`config.mk`:
```
export PLATFORM = sky130hd
export DESIGN_NAME = apq_cell
export DESIGN_NICKNAME = d
export VERILOG_FILES = /design/src/design/assert_macros.svh /design/src/design/apq_pkg.sv /design/src/design/apq_cell.sv
export SDC_FILE = /design/constraint.sdc
export NUM_CORES = 1
export LEC_CHECK = 0
export ABC_AREA = 0
export BUFFER_PORTS_ARGS = -buffer_cell sky130_fd_sc_hd__buf_2
export CORE_MARGIN = 5
export CORE_UTILIZATION = 34
export DETAILED_ROUTE_END_ITERATION = 8
export PLACE_DENSITY = 0.81
export SYNTH_ARGS = -nofsm -noshare
export SYNTH_HDL_FRONTEND = slang
export SYNTH_SLANG_ARGS = --single-unit
```
`constraint.sdc`:
```
create_clock -name aclk -period 3.85 [get_ports aclk]
set_input_delay 0.77 -clock aclk [delete_from_list [all_inputs] [get_ports aclk]]
set_output_delay 0.77 -clock aclk [all_outputs]
set_load 0.01 [all_outputs]
```
`src/design/assert_macros.svh`:
```
// Assertion macros of the priority queue, included by the core module.
`ifndef ASSERT_MACROS_SVH
`define ASSERT_MACROS_SVH

// Clocked check that is switched off while reset is held.
`define APQ_ASSERT(label, clk, rstn, prop, msg) \
    label: assert property (@(posedge clk) disable iff (!rstn) prop) else $error(msg);

// Clocked check that also holds during reset.
`define APQ_ASSERT_ALWAYS(label, clk, prop, msg) \
    label: assert property (@(posedge clk) prop) else $error(msg);

`endif

```
`src/design/apq_pkg.sv`:
```
// Types, constants and the ranking function of the array priority queue.
package apq_pkg;

    localparam int QUEUE_DEPTH   = 64;
    localparam int CNT_W         = $clog2(QUEUE_DEPTH + 1);
    localparam int DATA_W        = 32;
    localparam int ENTRY_COUNT_W = 7;

    typedef enum logic [1:0] {
        CMD_ENQUEUE = 2'd0,
        CMD_DEQUEUE = 2'd1,
        CMD_PEEK    = 2'd2
    } cmd_t;

    typedef enum logic [1:0] {
        ST_DONE  = 2'd0,
        ST_EMPTY = 2'd1,
        ST_FULL  = 2'd2
    } status_t;

    typedef struct packed {
        logic [1:0]               command;
        logic signed [DATA_W-1:0] item_value;
        logic signed [DATA_W-1:0] item_priority;
    } in_item_t;

    typedef struct packed {
        logic                        top_valid;
        logic signed [DATA_W-1:0]    top_value;
        logic signed [DATA_W-1:0]    top_priority;
        logic [ENTRY_COUNT_W-1:0]    entry_count;
        logic [1:0]                  status;
    } out_item_t;

    typedef struct packed {
        logic signed [DATA_W-1:0] ent_value;
        logic signed [DATA_W-1:0] ent_prio;
    } entry_t;

    // Broadcast to every cell of the chain.
    typedef struct packed {
        logic insert;
        logic remove;
    } cell_ctrl_t;

    // True when a is served strictly before b.
    function automatic logic ranks_above(input entry_t a, input entry_t b);
        logic res;
        begin
            res = (a.ent_prio > b.ent_prio) ||
                  ((a.ent_prio == b.ent_prio) && (a.ent_value > b.ent_value));
            return res;
        end
    endfunction

endpackage

```
`src/design/apq_cell.sv`:
```
// One cell of the sorted chain: holds an entry and moves it along on insert or remove.
module apq_cell (
    input  logic                aclk,
    input  apq_pkg::cell_ctrl_t ctrl,
    input  logic                occupied,
    input  apq_pkg::entry_t     new_entry,
    input  apq_pkg::entry_t     left_entry,
    input  logic                left_keep,
    input  apq_pkg::entry_t     right_entry,
    output logic                keep,
    output apq_pkg::entry_t     entry,
    output apq_pkg::entry_t     entry_next
);
    import apq_pkg::*;

    entry_t entry_reg;

    // An occupied cell whose entry ranks at least as high as the new one stays put,
    // so that an equal entry stored earlier stays ahead of the new one.
    always_comb begin
        keep       = occupied && !ranks_above(new_entry, entry_reg);
        entry_next = entry_reg;
        if (ctrl.insert) begin
            if (!keep) begin
                entry_next = left_keep ? new_entry : left_entry;
            end
        end else if (ctrl.remove) begin
            entry_next = right_entry;
        end
    end

    always_ff @(posedge aclk) begin
        entry_reg <= entry_next;
    end

    assign entry = entry_reg;

endmodule

```
* Word level (Yosys, flattened, before mapping)
Cells that the tools add are included.
** Word-level totals
- Bits in registers :: 64
- Output and inout port bits :: 129
** Operators by class
- Order comparisons :: 2
- Equal/unequal tests :: 1
- Muxes and demuxes :: 4
- Reductions and logical operators :: 4
** Operator list (number)
- two-way mux 64 bit :: 4
- > comparator 32 bit :: 2
- equality test 32 bit :: 1
- logical AND 1 bit :: 2
- zero test 1 bit :: 1
- logical OR 1 bit :: 1

* Logic depth before layout (Yosys ltp)
Gate-level depths: netlist of run 1.
- Depth in word-level cells :: 7
- Gate-level depth with buffers :: 11
- Gate-level depth less buffers :: 9

* Worst setup path before layout of run 1
OpenSTA, ideal clock, no wires.
- Path kind :: input port to output port
- Start point :: in new_entry[59] (netlist name)
- End point :: out entry_next[10] (netlist name)
- Data arrival time :: 3.068 ns
- Data required time :: 3.080 ns
- Setup slack :: 0.012 ns
- Stages :: 9
- Cells stage by stage :: ha_1 -> nand4_1 -> or4_4 -> nor4_1 -> a211oi_4 -> and3_4 -> buf_12 -> buf_12 -> a221oi_2
** RTL lines
- start, declared :: line apq_cell.sv:6 : input apq_pkg::entry_t new_entry,
- end, declared :: line apq_cell.sv:12 : output apq_pkg::entry_t entry_next

==> impl_results.rst, run 1 <==
.. list-table::
   :header-rows: 1

   * - Metric
     - Value
   * - Result of the run
     - finished, violations left
   * - Kind of end point of the critical path
     - primary output
   * - Number of primary I/O pins
     - 326
   * - Maximum achievable frequency
     - ~240 MHz
   * - Failing checks
     - negative setup slack
   * - Sequential cell area fraction in the yosys report
     - 24.8%
   * - Worst-Skew Late Latency
     - ~0.33 ns
   * - Final setup violating endpoints
     - between 60 and 70
   * - WP data arrival
     - 3.42 ns
   * - Number of global-route vias before repair
     - 5942
   * - CTS Hold Buffers Added
     - 0
   * - Worst Hold Depth
     - 2
   * - Pwr per Cell Area
     - 477 nW/um2
   * - Relative max-transition margin
     - 63.1%
   * - Area of the core
     - between 15000 and 20000 um2
   * - Worst setup margin
     - -0.337 ns
   * - Commonest register cell after synthesis
     - dfxtp_1
   * - Mean cell area of the mapped netlist
     - 9.71 um2
   * - Worst hold path type
     - reg -> reg
   * - Port Buffers
     - 325
   * - Wire length of the first global-routing pass
     - between 30000 and 40000 um
   * - TritonCTS clock tree
     - built
   * - Initial antenna violation count
     - 0
   * - Leakage power figure
     - 4.19 nW
   * - Instance area at placement
     - between 7000 and 8000 um2
   * - Ratio of cells with drive above 1 in the final layout
     - 53.5%
   * - Ordered cell list for the critical path
     - buf_8 -> ha_4 -> nand4_1 -> or4_4 -> o221ai_4 -> nor4_4 -> a211oi_4 -> a31oi_4 -> buf_4 -> buf_12 -> a221oi_4 -> buf_2
   * - Switching part of the total power
     - 40.2%
   * - Layout net count
     - 1166
   * - Combinational power share
     - a little over half
   * - Initial standard-cell utilization of the core
     - 34.4%
   * - Vertical extent of the die
     - approximately 130 um
   * - Flip-flop count of the largest register, all copies and words added
     - 64
   * - Die X-Extent
     - 133 um
   * - Unrepaired setup endpoints after global routing
     - true
   * - Critical path fanouts, max
     - 8
   * - Number of violations of the max-capacitance limit
     - 0
   * - Minimum clock period
     - 4.19 ns
   * - Ys async rst share
     - 0%
   * - Cell-internal power
     - ~2.3 mW
   * - DRC errors left
     - 0
   * - Largest stage delay on the critical path
     - between 0.5 and 0.6 ns
   * - Switching power summed over all nets
     - 1.54 mW
   * - CP Buf/Inv Count
     - 4
   * - Synth-to-Final Area Change
     - 55.4%
   * - Synthesized net count
     - 793
   * - FF+latch count, synth
     - 64
   * - Post-route fraction of the period consumed by the critical path
     - 109%
   * - Instance count on the critical path
     - 12
   * - Count of flip-flops with a built-in enable after synthesis
     - 0
   * - Worst-case clock buffer depth
     - 2
   * - Dominant delay contributor by cell family on the critical path
     - compound AO/OA/AOI/OAI gates
   * - Commonest cells after routing, fill and taps aside
     - 321 x buf_2, 71 x nor2_1, 67 x inv_1
   * - Length of the first detailed-routing pass in iterations
     - 4
   * - Clock-pin slew of the registers on the worst-case setup and hold paths
     - 0.06 ns
   * - Final instance area
     - around 8000 um2
   * - Maximum resistive drop on vdd
     - 0.248 mV
   * - WL/cell
     - 18.5 um
   * - Final count of pins violating max slew
     - 0
   * - Sequential cell fraction of total power
     - 24.3%
   * - Required arrival time at the worst endpoint
     - a little over 3 ns
   * - Clk network pwr share
     - a little over a fifth
   * - Post-detailed-route count of antenna-violating nets
     - 0
   * - Clk sink count
     - 64
   * - Crit Path Category
     - in -> out
   * - Overall overflow remaining after global route
     - 0
   * - Cells after synthesis
     - 532
   * - Master of the slowest instance on the critical path
     - or4_4
   * - Cell variety after synth
     - 42
   * - Clock buffers created by TritonCTS
     - 9
   * - Violation count after the first detailed-route iteration
     - between 150 and 200
   * - Synthesized area
     - a little over 5000 um2
   * - Pin count of the biggest net entering global routing
     - 47
   * - DIE AREA
     - 17800 um2
   * - Final core area utilization
     - between 50% and 60%
   * - CP Launch Type
     - input pin
   * - All-Layer GR Usage
     - 21.5%
   * - Total Routed Length
     - 20400 um
   * - H-tree lvl count
     - 3
   * - Root Buffer Master
     - clkbuf_16
   * - Number of synthesis warnings
     - 0
   * - Detailed-route vias per instance
     - 5.13
   * - Slew at the pin with the worst max-slew slack
     - 0.553 ns
   * - Post-detail-place hpwl
     - 15900 um
   * - Clock skew after layout
     - ~0.0073 ns
   * - Fin. Hold Viols
     - 0
   * - Number of vias after detailed routing
     - 5638
   * - Final Total Pwr
     - 3.83 mW
   * - Worst-case reg-to-reg path depth
     - 13
   * - FP Rows
     - 45
   * - Most common cell after layout, fill and taps aside
     - buf_2
   * - Final RePlAce weighted congestion
     - 0.892
-- power by group through the flow --
stage	clock [mW]	combinational, mW	sequential [mW]
6_report	0.816	2.08	0.930
2_1_floorplan	0	1.04	1.01
3_3_place_gp	0	1.85	0.934
3_5_place_dp	0	1.87	0.941
4_1_cts	0.848	2.03	0.928
5_1_grt	0.870	2.26	0.949
-- cell usage after synthesis, types with 3 or more instances --
library cell  count  area, um2
a21o_1            5       37.5
a21oi_1          26        130
a221oi_2         61        916
buf_12            7        140
buf_6             6       67.6
clkbuf_1         15       56.3
dfxtp_1          64       1280
ha_1             64        801
inv_1            67        251
mux2i_1          66        661
nand2_1          14       52.6
nand2b_1          3       18.8
nand3_1           9       45.0
nand4_1          12       75.1
nor2_1           71        267
nor3_1            3       15.0
o21a_1            3       22.5
o21ai_0           4       20.0
-- logic make-up (layout without fill, tap and decap cells) --
group | after synthesis | count (layout) | share of synthesized area (%)
compound gates | 119 | 119 | 25.7
simple gates | 124 | 124 | 11.3
flops | 64 | 64 | 24.8
other cells | 0 | 1 | 0
buf+inv | 95 | 473 | 9.98
fa+ha+maj | 64 | 64 | 15.5
mux | 66 | 66 | 12.8
-- worst min-delay path, delay by kind of cell (launching register included) --
kind | cells | cell delay, ns
AO/OA/AOI/OAI | 1 | 0.06
buffers and inverters | 1 | 0.08
flip-flops | 1 | 0.30
-- through the flow --
step	setup slack (ns)	std cells	hold WS [ns]	TNS [ns]
finish	-0.337	1099	0.493	-18.35
global route	-0.482	1098	0.517	-28.65
CTS	-0.330	1093	0.497	-18.13
detailed placement	-0.528	1069	0.487	-24.55
global placement	-0.414	1069	0.486	-21.97
floorplan	0.0118	532	0.547	0
-- worst paths after layout --
kind	from	to	slack (ns)
setup / recovery	new_entry[59]	entry_next[28]	-0.34
hold / removal	entry[23]	entry[23]	0.49
setup reg to reg	entry[58]	entry[25]	0.76
hold reg to reg	entry[23]	entry[23]	0.49
-- repair_timing --
item	CTS	global route
setup buffers	6	4
endpoints found under the setup margin	64	64
pin swaps	9	2
gates cloned	2	1
gates resized for setup	41	7
-- layer usage --
metal / vias up / wire length [um] / GRT usage (%)
met4: 0 / 559 / 9.14
li1: 2730 / - / -
met2: 240 / 10400 / 39.4
met5: - / 0 / 0
met1: 2629 / 7860 / 23.4
met3: 39 / 1500 / 5.51
-- layout make-up --
| class | count | area [um2] |
|---|---|---|
| inverter | 67 | 251 |
| tap | 188 | 235 |
| fill | 1374 | 7000 |
| timing repair buffer | 390 | 2300 |
| clock inverter | 4 | 45.0 |
| multi-input combinational | 373 | 3680 |
| clock buffer | 12 | 236 |
| sequential | 64 | 1280 |
| antenna | 1 | 2.50 |
No activity file was read; power rests on OpenSTA's default activity.
==> run 2: changes to the inputs <==
--- a/config.mk
+++ b/config.mk
@@ -9,6 +9,7 @@
 export BUFFER_PORTS_ARGS = -buffer_cell sky130_fd_sc_hd__buf_2
 export CORE_MARGIN = 5
 export CORE_UTILIZATION = 34
+export CTS_BUF_LIST = sky130_fd_sc_hd__clkbuf_4 sky130_fd_sc_hd__clkbuf_8
 export DETAILED_ROUTE_END_ITERATION = 8
 export PLACE_DENSITY = 0.81
 export SYNTH_ARGS = -nofsm -noshare
==> constraint.sdc (replaced) <==
create_clock -name aclk -period 3.85 [get_ports aclk]
set_input_delay 0.77 -clock aclk [delete_from_list [all_inputs] [get_ports aclk]]
set_output_delay 0.77 -clock aclk [all_outputs]
set_load 0.02 [all_outputs]
==> run 2 against run 1 <==
Compared with the run above: the flow still finishes with violations (negative setup slack); worst hold slack improved by 0.029 ns; largest power group unchanged; critical endpoint is now entry_next[8]; count of clock-buffer cells in the layout down 1; clock power fell by 34%; total power increased by 20%; die area stayed put; routed wire length rose by 18%; critical path type unchanged; cell area increased by 17%.
==> impl_results.rst, run 2 (synthesized netlist as in run 1, its figures left out) <==
.. list-table::
   :header-rows: 1

   * - Metric
     - Value
   * - Result of the run
     - finished, violations left (unchanged)
   * - Failing checks
     - negative setup slack (unchanged)
   * - Pwr per Cell Area
     - 488 nW/um2 (was 477 nW/um2)
   * - Die X-Extent
     - 133 um (unchanged)
   * - Clk network pwr share
     - 11.7% (was 21.3%)
   * - CTS Hold Buffers Added
     - 0 (unchanged)
   * - Minimum clock period
     - 4.29 ns (was 4.19 ns)
   * - Initial antenna violation count
     - 0 (unchanged)
   * - Initial standard-cell utilization of the core
     - 34.4% (unchanged)
   * - Post-detail-place hpwl
     - 15900 um (about the same)
   * - Worst R2R Setup Slack
     - 0.59 ns (was 0.76 ns)
   * - Total instance count after detailed placement
     - 1070 (was 1069)
   * - Most common cell after layout, fill and taps aside
     - buf_2 (unchanged)
   * - Final setup violating endpoints
     - 64 (was 63)
   * - Slew at the pin with the worst max-slew slack
     - 0.424 ns (was 0.553 ns)
   * - Clock-pin slew of the registers on the worst-case setup and hold paths
     - 0.06 ns (about the same)
   * - Filler Cell Count
     - 1141 (was 1374)
   * - R2r startpoint
     - entry[52] (was entry[58])
   * - Area of the core
     - 15000 um2 (unchanged)
   * - H-tree lvl count
     - 3 (unchanged)
   * - Required arrival time at the worst endpoint
     - 3.08 ns (about the same)
   * - Clock skew after layout
     - 0.0197 ns (was 0.00732 ns)
   * - Overall overflow remaining after global route
     - 0 (unchanged)
   * - FF-to-FF End
     - entry[6] (was entry[25])
   * - Total Routed Length
     - 24000 um (was 20400 um)
   * - Length of the first detailed-routing pass in iterations
     - 4 (unchanged)
   * - Combined area of the multi-input logic cells
     - 4390 um2 (was 3680 um2)
   * - Worst hold path type
     - reg -> reg (unchanged)
   * - Number of primary I/O pins
     - 326 (unchanged)
   * - Wire length of the first global-routing pass
     - 32700 um (was 30400 um)
   * - Root Buffer Master
     - clkbuf_8 (was clkbuf_16)
   * - Clock buffers created by TritonCTS
     - 9 (unchanged)
   * - Flip-flop count of the largest register, all copies and words added
     - 64 (unchanged)
   * - Final count of pins violating max slew
     - 0 (unchanged)
   * - DIE AREA
     - 17800 um2 (unchanged)
   * - WP data arrival
     - 3.52 ns (was 3.42 ns)
   * - Layout net count
     - 1185 (was 1166)
   * - Commonest cells after routing, fill and taps aside
     - 253 x buf_2, 77 x buf_6, 70 x nor2_1 (was 321 x buf_2, 71 x nor2_1, 67 x inv_1)
   * - WL/cell
     - 21.5 um (was 18.5 um)
   * - FF/Latch Area
     - 1280 um2 (unchanged)
   * - FP Rows
     - 45 (unchanged)
   * - Worst Hold Depth
     - 2 (unchanged)
   * - Worst slack at placement
     - -0.493 ns (was -0.528 ns)
   * - Synth-to-Final Area Change
     - 81.9% (was 55.4%)
   * - Relative max-transition margin
     - 70.9% (was 63.1%)
   * - Detailed-route vias per instance
     - 5.31 (was 5.13)
   * - Final standard cell count with taps included and fillers excluded
     - 1116 (was 1099)
   * - Critical path fanouts, max
     - 8 (unchanged)
   * - Final RePlAce weighted congestion
     - 0.878 (was 0.892)
   * - Leakage power figure
     - 4.61 nW (was 4.19 nW)
   * - Switching power summed over all nets
     - 2.06 mW (was 1.54 mW)
   * - Tightest hold margin
     - 0.522 ns (was 0.493 ns)
   * - Antenna diode instance count
     - 0 (was 1)
   * - Port Buffers
     - 325 (unchanged)
   * - Cell-internal power
     - 2.52 mW (was 2.29 mW)
   * - Number of violations of the max-capacitance limit
     - 0 (unchanged)
   * - Vertical extent of the die
     - 133 um (unchanged)
   * - Fin. Hold Viols
     - 0 (unchanged)
   * - Post-detailed-route count of antenna-violating nets
     - 0 (unchanged)
   * - Sequential cell fraction of total power
     - 20.4% (was 24.3%)
   * - Final core area utilization
     - 62.5% (was 53.4%)
   * - WHS Endpoint
     - entry[47] (was entry[23])
   * - Worst setup margin
     - -0.440 ns (was -0.337 ns)
   * - Worst-case clock buffer depth
     - 2 (unchanged)
   * - Kind of end point of the critical path
     - primary output (unchanged)
   * - Pin count of the biggest net entering global routing
     - 63 (was 47)
   * - Violation count after the first detailed-route iteration
     - 249 (was 182)
   * - TritonCTS clock tree
     - built (unchanged)
   * - Clk sink count
     - 64 (unchanged)
   * - Number of global-route vias before repair
     - 6093 (was 5942)
   * - Crit Path Category
     - in -> out (unchanged)
   * - Combinational power share
     - 67.9% (was 54.4%)
   * - Worst-case reg-to-reg path depth
     - 13 (unchanged)
   * - CP Launch Type
     - input pin (unchanged)
   * - Unrepaired setup endpoints after global routing
     - true (unchanged)
   * - Maximum achievable frequency
     - 233 MHz (was 239 MHz)
   * - Launch instance of the worst min-delay path
     - entry[47] (was entry[23])
   * - DRC errors left
     - 0 (unchanged)
   * - Post-route fraction of the period consumed by the critical path
     - 111% (was 109%)
   * - Worst-Skew Late Latency
     - 0.36 ns (was 0.33 ns)
   * - Ratio of cells with drive above 1 in the final layout
     - 57.1% (was 53.5%)
   * - All-Layer GR Usage
     - 23.5% (was 21.5%)
   * - Switching part of the total power
     - 44.9% (was 40.2%)
   * - Number of vias after detailed routing
     - 5930 (was 5638)
   * - Final Total Pwr
     - 4.58 mW (was 3.83 mW)
   * - Maximum resistive drop on vdd
     - 0.291 mV (was 0.248 mV)
-- run 2: cell count changes in the layout (fill, tap and decap cells not counted), sizes merged --
| cell | before | now |
|---|---|---|
| bufbuf | 0 | 1 |
| bufinv | 1 | 0 |
| buf | 389 | 406 |
| diode | 1 | 0 |
| clkinvlp | 0 | 1 |
-- run 2: timing repair --
| item | CTS | global route |
|---|---|---|
| setup buffers | 10 | 12 |
| pin swaps | 53 | 39 |
| gates resized for setup | 148 | 107 |
| gates cloned | 7 | 3 |
| endpoints found under the setup margin | 64 | 64 |
-- run 2: stage by stage --
stage               cell area, um2  TNS, ns
global route                  9400   -31.23
detailed placement            7340   -27.41
floorplan                     5250    -4.09
CTS                           8490   -21.24
finish                        9400   -24.88
global placement              7340   -26.15
-- run 2: worst max path at each step --
stage,start,to,depth (start not counted)
global route,new_entry[52],entry_next[6],12
floorplan,new_entry[59],entry_next[11],9
global placement,new_entry[14],entry_next[21],13
finish,new_entry[52],entry_next[8],12
CTS,new_entry[59],entry_next[51],12
detailed placement,new_entry[14],entry_next[21],13
-- run 2: area by class of cell --
type,instances,share of cell area [%]
multi-input combinational,373,46.7
timing repair buffer,409,32.8
sequential,64,13.6
inverter,67,2.68
tap,188,2.50
clock buffer,11,1.48
clock inverter,4,0.240
-- run 2: worst max-delay path, stage by stage --
cell      delay, ns
buf_2          0.12
ha_1           0.29
nand2_1        0.08
or4_4          0.59
o221ai_4       0.24
nor4_4         0.09
a211oi_4       0.30
a31oi_4        0.19
buf_12         0.20
buf_16         0.16
a221oi_4       0.32
buf_6          0.16
-- run 2: metal layers --
| layer | part of all wire [%] | vias up | routed length [um] | global-route usage [%] |
|---|---|---|---|---|
| li1 | - | 2776 | - | - |
| met1 | 37 | 2792 | 8830 | 26.4 |
| met2 | 52 | 300 | 12500 | 41.6 |
| met3 | 7.2 | 62 | 1720 | 6.27 |
| met4 | 4.0 | 0 | 954 | 10.6 |
| met5 | 0 | - | 0 | 0 |
-- run 2: power by group through the flow --
stage	sequential [mW]	combinational, mW	clock, mW
2_1_floorplan	1.14	1.20	0
3_3_place_gp	0.931	2.15	0
3_5_place_dp	0.938	2.18	0
4_1_cts	0.924	2.66	0.553
5_1_grt	0.951	3.30	0.582
6_report	0.934	3.11	0.536
==> run 3: changes to the inputs <==
--- a/config.mk
+++ b/config.mk
@@ -11,7 +11,7 @@
 export CORE_UTILIZATION = 34
 export CTS_BUF_LIST = sky130_fd_sc_hd__clkbuf_4 sky130_fd_sc_hd__clkbuf_8
 export DETAILED_ROUTE_END_ITERATION = 8
-export PLACE_DENSITY = 0.81
+export PLACE_DENSITY = 0.78
 export SYNTH_ARGS = -nofsm -noshare
 export SYNTH_HDL_FRONTEND = slang
 export SYNTH_SLANG_ARGS = --single-unit
==> constraint.sdc (replaced) <==
create_clock -name aclk -period 4 [get_ports aclk]
set_input_delay 0.8 -clock aclk [delete_from_list [all_inputs] [get_ports aclk]]
set_output_delay 0.8 -clock aclk [all_outputs]
set_load 0.02 [all_outputs]
==> run 3 against run 2 <==
Compared with the run above: via count is 4.5% lower; the flow still finishes with violations (negative setup slack); highest routed layer is now met5; register-to-register slack better by 0.29 ns; count of clock-buffer cells in the layout is 2 higher; first-iteration DRC count is 39% lower; total power is 13% lower; critical path depth is 1 higher; worst hold slack worse by 0.018 ns; clock skew is 0.0061 ns lower.
==> impl_results.rst, run 3 (synthesized netlist as in run 1, its figures left out) <==
.. list-table::
   :header-rows: 1

   * - Metric
     - Value
   * - Violation count after the first detailed-route iteration
     - 152 (was 249)
   * - Maximum resistive drop on vdd
     - 0.259 mV (was 0.291 mV)
   * - Number of global-route vias before repair
     - 5806 (was 6093)
   * - Required arrival time at the worst endpoint
     - 3.20 ns (was 3.08 ns)
   * - Vertical extent of the die
     - 133 um (unchanged)
   * - Result of the run
     - finished, violations left (unchanged)
   * - Endpoint of the most critical setup path
     - entry_next[33] (was entry_next[8])
   * - Clock-pin slew of the registers on the worst-case setup and hold paths
     - 0.07 ns (was 0.06 ns)
   * - Root Buffer Master
     - clkbuf_8 (unchanged)
   * - Clock buffers created by TritonCTS
     - 9 (unchanged)
   * - Relative max-transition margin
     - 56.0% (was 70.9%)
   * - Post-detail-place hpwl
     - 16100 um (was 15900 um)
   * - Total Routed Length
     - 21500 um (was 24000 um)
   * - Ratio of cells with drive above 1 in the final layout
     - 54.4% (was 57.1%)
   * - Master of the slowest instance on the critical path
     - or4_4 (unchanged)
   * - Die X-Extent
     - 133 um (unchanged)
   * - Worst-Skew Late Latency
     - 0.36 ns (about the same)
   * - R2r startpoint
     - entry[58] (was entry[52])
   * - Area of the core
     - 15000 um2 (unchanged)
   * - Worst Hold Depth
     - 2 (unchanged)
   * - H-tree lvl count
     - 3 (unchanged)
   * - Final setup violating endpoints
     - 64 (unchanged)
   * - CP Buf/Inv Count
     - 5 (was 4)
   * - Overall overflow remaining after global route
     - 0 (unchanged)
   * - Clk sink count
     - 64 (unchanged)
   * - Clock skew after layout
     - 0.0136 ns (was 0.0197 ns)
   * - Number of violations of the max-capacitance limit
     - 0 (unchanged)
   * - Commonest cells after routing, fill and taps aside
     - 256 x buf_2, 85 x buf_4, 70 x nor2_1 (was 253 x buf_2, 77 x buf_6, 70 x nor2_1)
   * - Layout net count
     - 1165 (was 1185)
   * - Post-route fraction of the period consumed by the critical path
     - 110%
   * - Instance area at placement
     - 7260 um2 (was 7340 um2)
   * - Final instance area
     - 8450 um2 (was 9400 um2)
   * - Detailed-route vias per instance
     - 5.18 (was 5.31)
   * - WL/cell
     - 19.7 um (was 21.5 um)
   * - Antenna diode instance count
     - 0 (unchanged)
   * - Synth-to-Final Area Change
     - 63.5% (was 81.9%)
   * - Maximum achievable frequency
     - between 200 and 250 MHz
   * - Number of primary I/O pins
     - 326 (unchanged)
   * - Unrepaired setup endpoints after global routing
     - true (unchanged)
   * - Worst setup path startpoint
     - new_entry[58] (was new_entry[52])
   * - Worst-case clock buffer depth
     - 2 (unchanged)
   * - Final count of pins violating max slew
     - 0 (unchanged)
   * - TritonCTS clock tree
     - built (unchanged)
   * - Most frequent cell on the critical path
     - buf_6
   * - Number of vias after detailed routing
     - 5664 (was 5930)
   * - Flip-flop count of the largest register, all copies and words added
     - 64 (unchanged)
   * - Failing checks
     - negative setup slack (unchanged)
   * - Slew at the pin with the worst max-slew slack
     - 0.660 ns (was 0.424 ns)
   * - Fin. Hold Viols
     - 0 (unchanged)
   * - FF-to-FF End
     - entry[33] (was entry[6])
   * - DRC errors left
     - 0 (unchanged)
   * - Final RePlAce weighted congestion
     - 0.867 (was 0.878)
   * - CP Launch Type
     - input pin (unchanged)
   * - Ordered cell list for the critical path
     - buf_8 -> ha_4 -> nand4_1 -> or4_4 -> o221ai_4 -> nor4_4 -> a211oi_4 -> buf_6 -> a31oi_4 -> buf_12 -> buf_16 -> a221oi_4 -> buf_6 (was buf_2 -> ha_1 -> nand2_1 -> or4_4 -> o221ai_4 -> nor4_4 -> a211oi_4 -> a31oi_4 -> buf_12 -> buf_16 -> a221oi_4 -> buf_6)
   * - Dominant delay contributor by cell family on the critical path
     - compound AO/OA/AOI/OAI gates (unchanged)
   * - WP data arrival
     - 3.60 ns (was 3.52 ns)
   * - Minimum clock period
     - 4.40 ns
   * - CTS Hold Buffers Added
     - 0 (unchanged)
   * - Pwr per Cell Area
     - 471 nW/um2 (was 488 nW/um2)
   * - Initial standard-cell utilization of the core
     - 34.4% (unchanged)
   * - Pin count of the biggest net entering global routing
     - 32 (was 63)
   * - Worst-case reg-to-reg path depth
     - 12 (was 13)
   * - Port Buffers
     - 325 (unchanged)
   * - Kind of end point of the critical path
     - primary output (unchanged)
   * - Post-detailed-route count of antenna-violating nets
     - 0 (unchanged)
   * - Crit Path Category
     - in -> out (unchanged)
   * - Worst setup margin
     - -0.398 ns (was -0.440 ns)
   * - Filler Cell Count
     - 1289 (was 1141)
   * - Most common cell after layout, fill and taps aside
     - buf_2 (unchanged)
   * - Length of the first detailed-routing pass in iterations
     - 4 (unchanged)
   * - DIE AREA
     - 17800 um2 (unchanged)
   * - All-Layer GR Usage
     - 22.1% (was 23.5%)
   * - Leakage power figure
     - 4.31 nW (was 4.61 nW)
   * - Critical path fanouts, max
     - 6 (was 8)
   * - Final Total Pwr
     - 3.98 mW (was 4.58 mW)
   * - Wire length of the first global-routing pass
     - 30900 um (was 32700 um)
   * - FP Rows
     - 45 (unchanged)
   * - Initial antenna violation count
     - 1 (was 0)
   * - Largest stage delay on the critical path
     - 0.56 ns (was 0.59 ns)
   * - Worst hold path type
     - reg -> reg (unchanged)
   * - Instance count on the critical path
     - 13 (was 12)
   * - Worst R2R Setup Slack
     - 0.88 ns (was 0.59 ns)
-- run 3: per-layer routing --
metal	global-route usage [%]	wire length [um]
met3	6.50	1620
met4	9.83	904
met5	0	13
met2	38.7	10700
met1	25.0	8330
-- run 3: timing repair --
item / 4_1_cts / 5_1_grt
endpoints found under the setup margin: 64 / 64
resized for setup: 100 / 62
buffers inserted: 4 / 4
cloned: 4 / 0
pin swaps: 20 / 20
-- run 3: layout make-up --
cell class	count	area [um2]	share of cell area, %
multi-input cells	373	3900	46.2
repair buffers	389	2600	30.8
flip-flops and latches	64	1280	15.2
inverters	67	251	2.98
well taps	188	235	2.78
clock buffers	13	179	2.12
-- run 3: worst min path at each step --
| stage | startpoint | endpoint | slack [ns] |
|---|---|---|---|
| after floorplan | entry[62] | entry[62] | 0.63 |
| after global placement | entry[48] | entry[48] | 0.49 |
| after detailed placement | entry[48] | entry[48] | 0.49 |
| after CTS | entry[48] | entry[48] | 0.50 |
| after global routing | entry[1] | entry[1] | 0.52 |
| final | entry[48] | entry[48] | 0.50 |
-- run 3: stage by stage --
stage	instances	worst slack, ns	hold slack [ns]	util (%)	TNS (ns)
after CTS	1091	-0.411	0.505	53.0	-22.60
after detailed placement	1070	-0.513	0.490	48.3	-29.73
final	1094	-0.398	0.504	56.2	-20.92
after global routing	1094	-0.513	0.523	56.2	-27.68
after floorplan	532	-0.0104	0.635	-	-0.607
after global placement	1070	-0.415	0.486	48.3	-24.49
-- run 3: worst min-delay path, cell delays in order (launching register included) --
cell      delay (ns)
dfxtp_1         0.31
inv_1           0.08
a221oi_2        0.07
-- run 3: where the power goes --
group / total (mW) / leakage (nW) / internal [mW] / switching [mW]
registers: 0.896 / 0.540 / 0.804 / 0.0923
logic: 2.53 / 3.68 / 1.11 / 1.42
clock network: 0.550 / 0.0935 / 0.283 / 0.266
total: 3.98 / 4.31 / 2.20 / 1.78
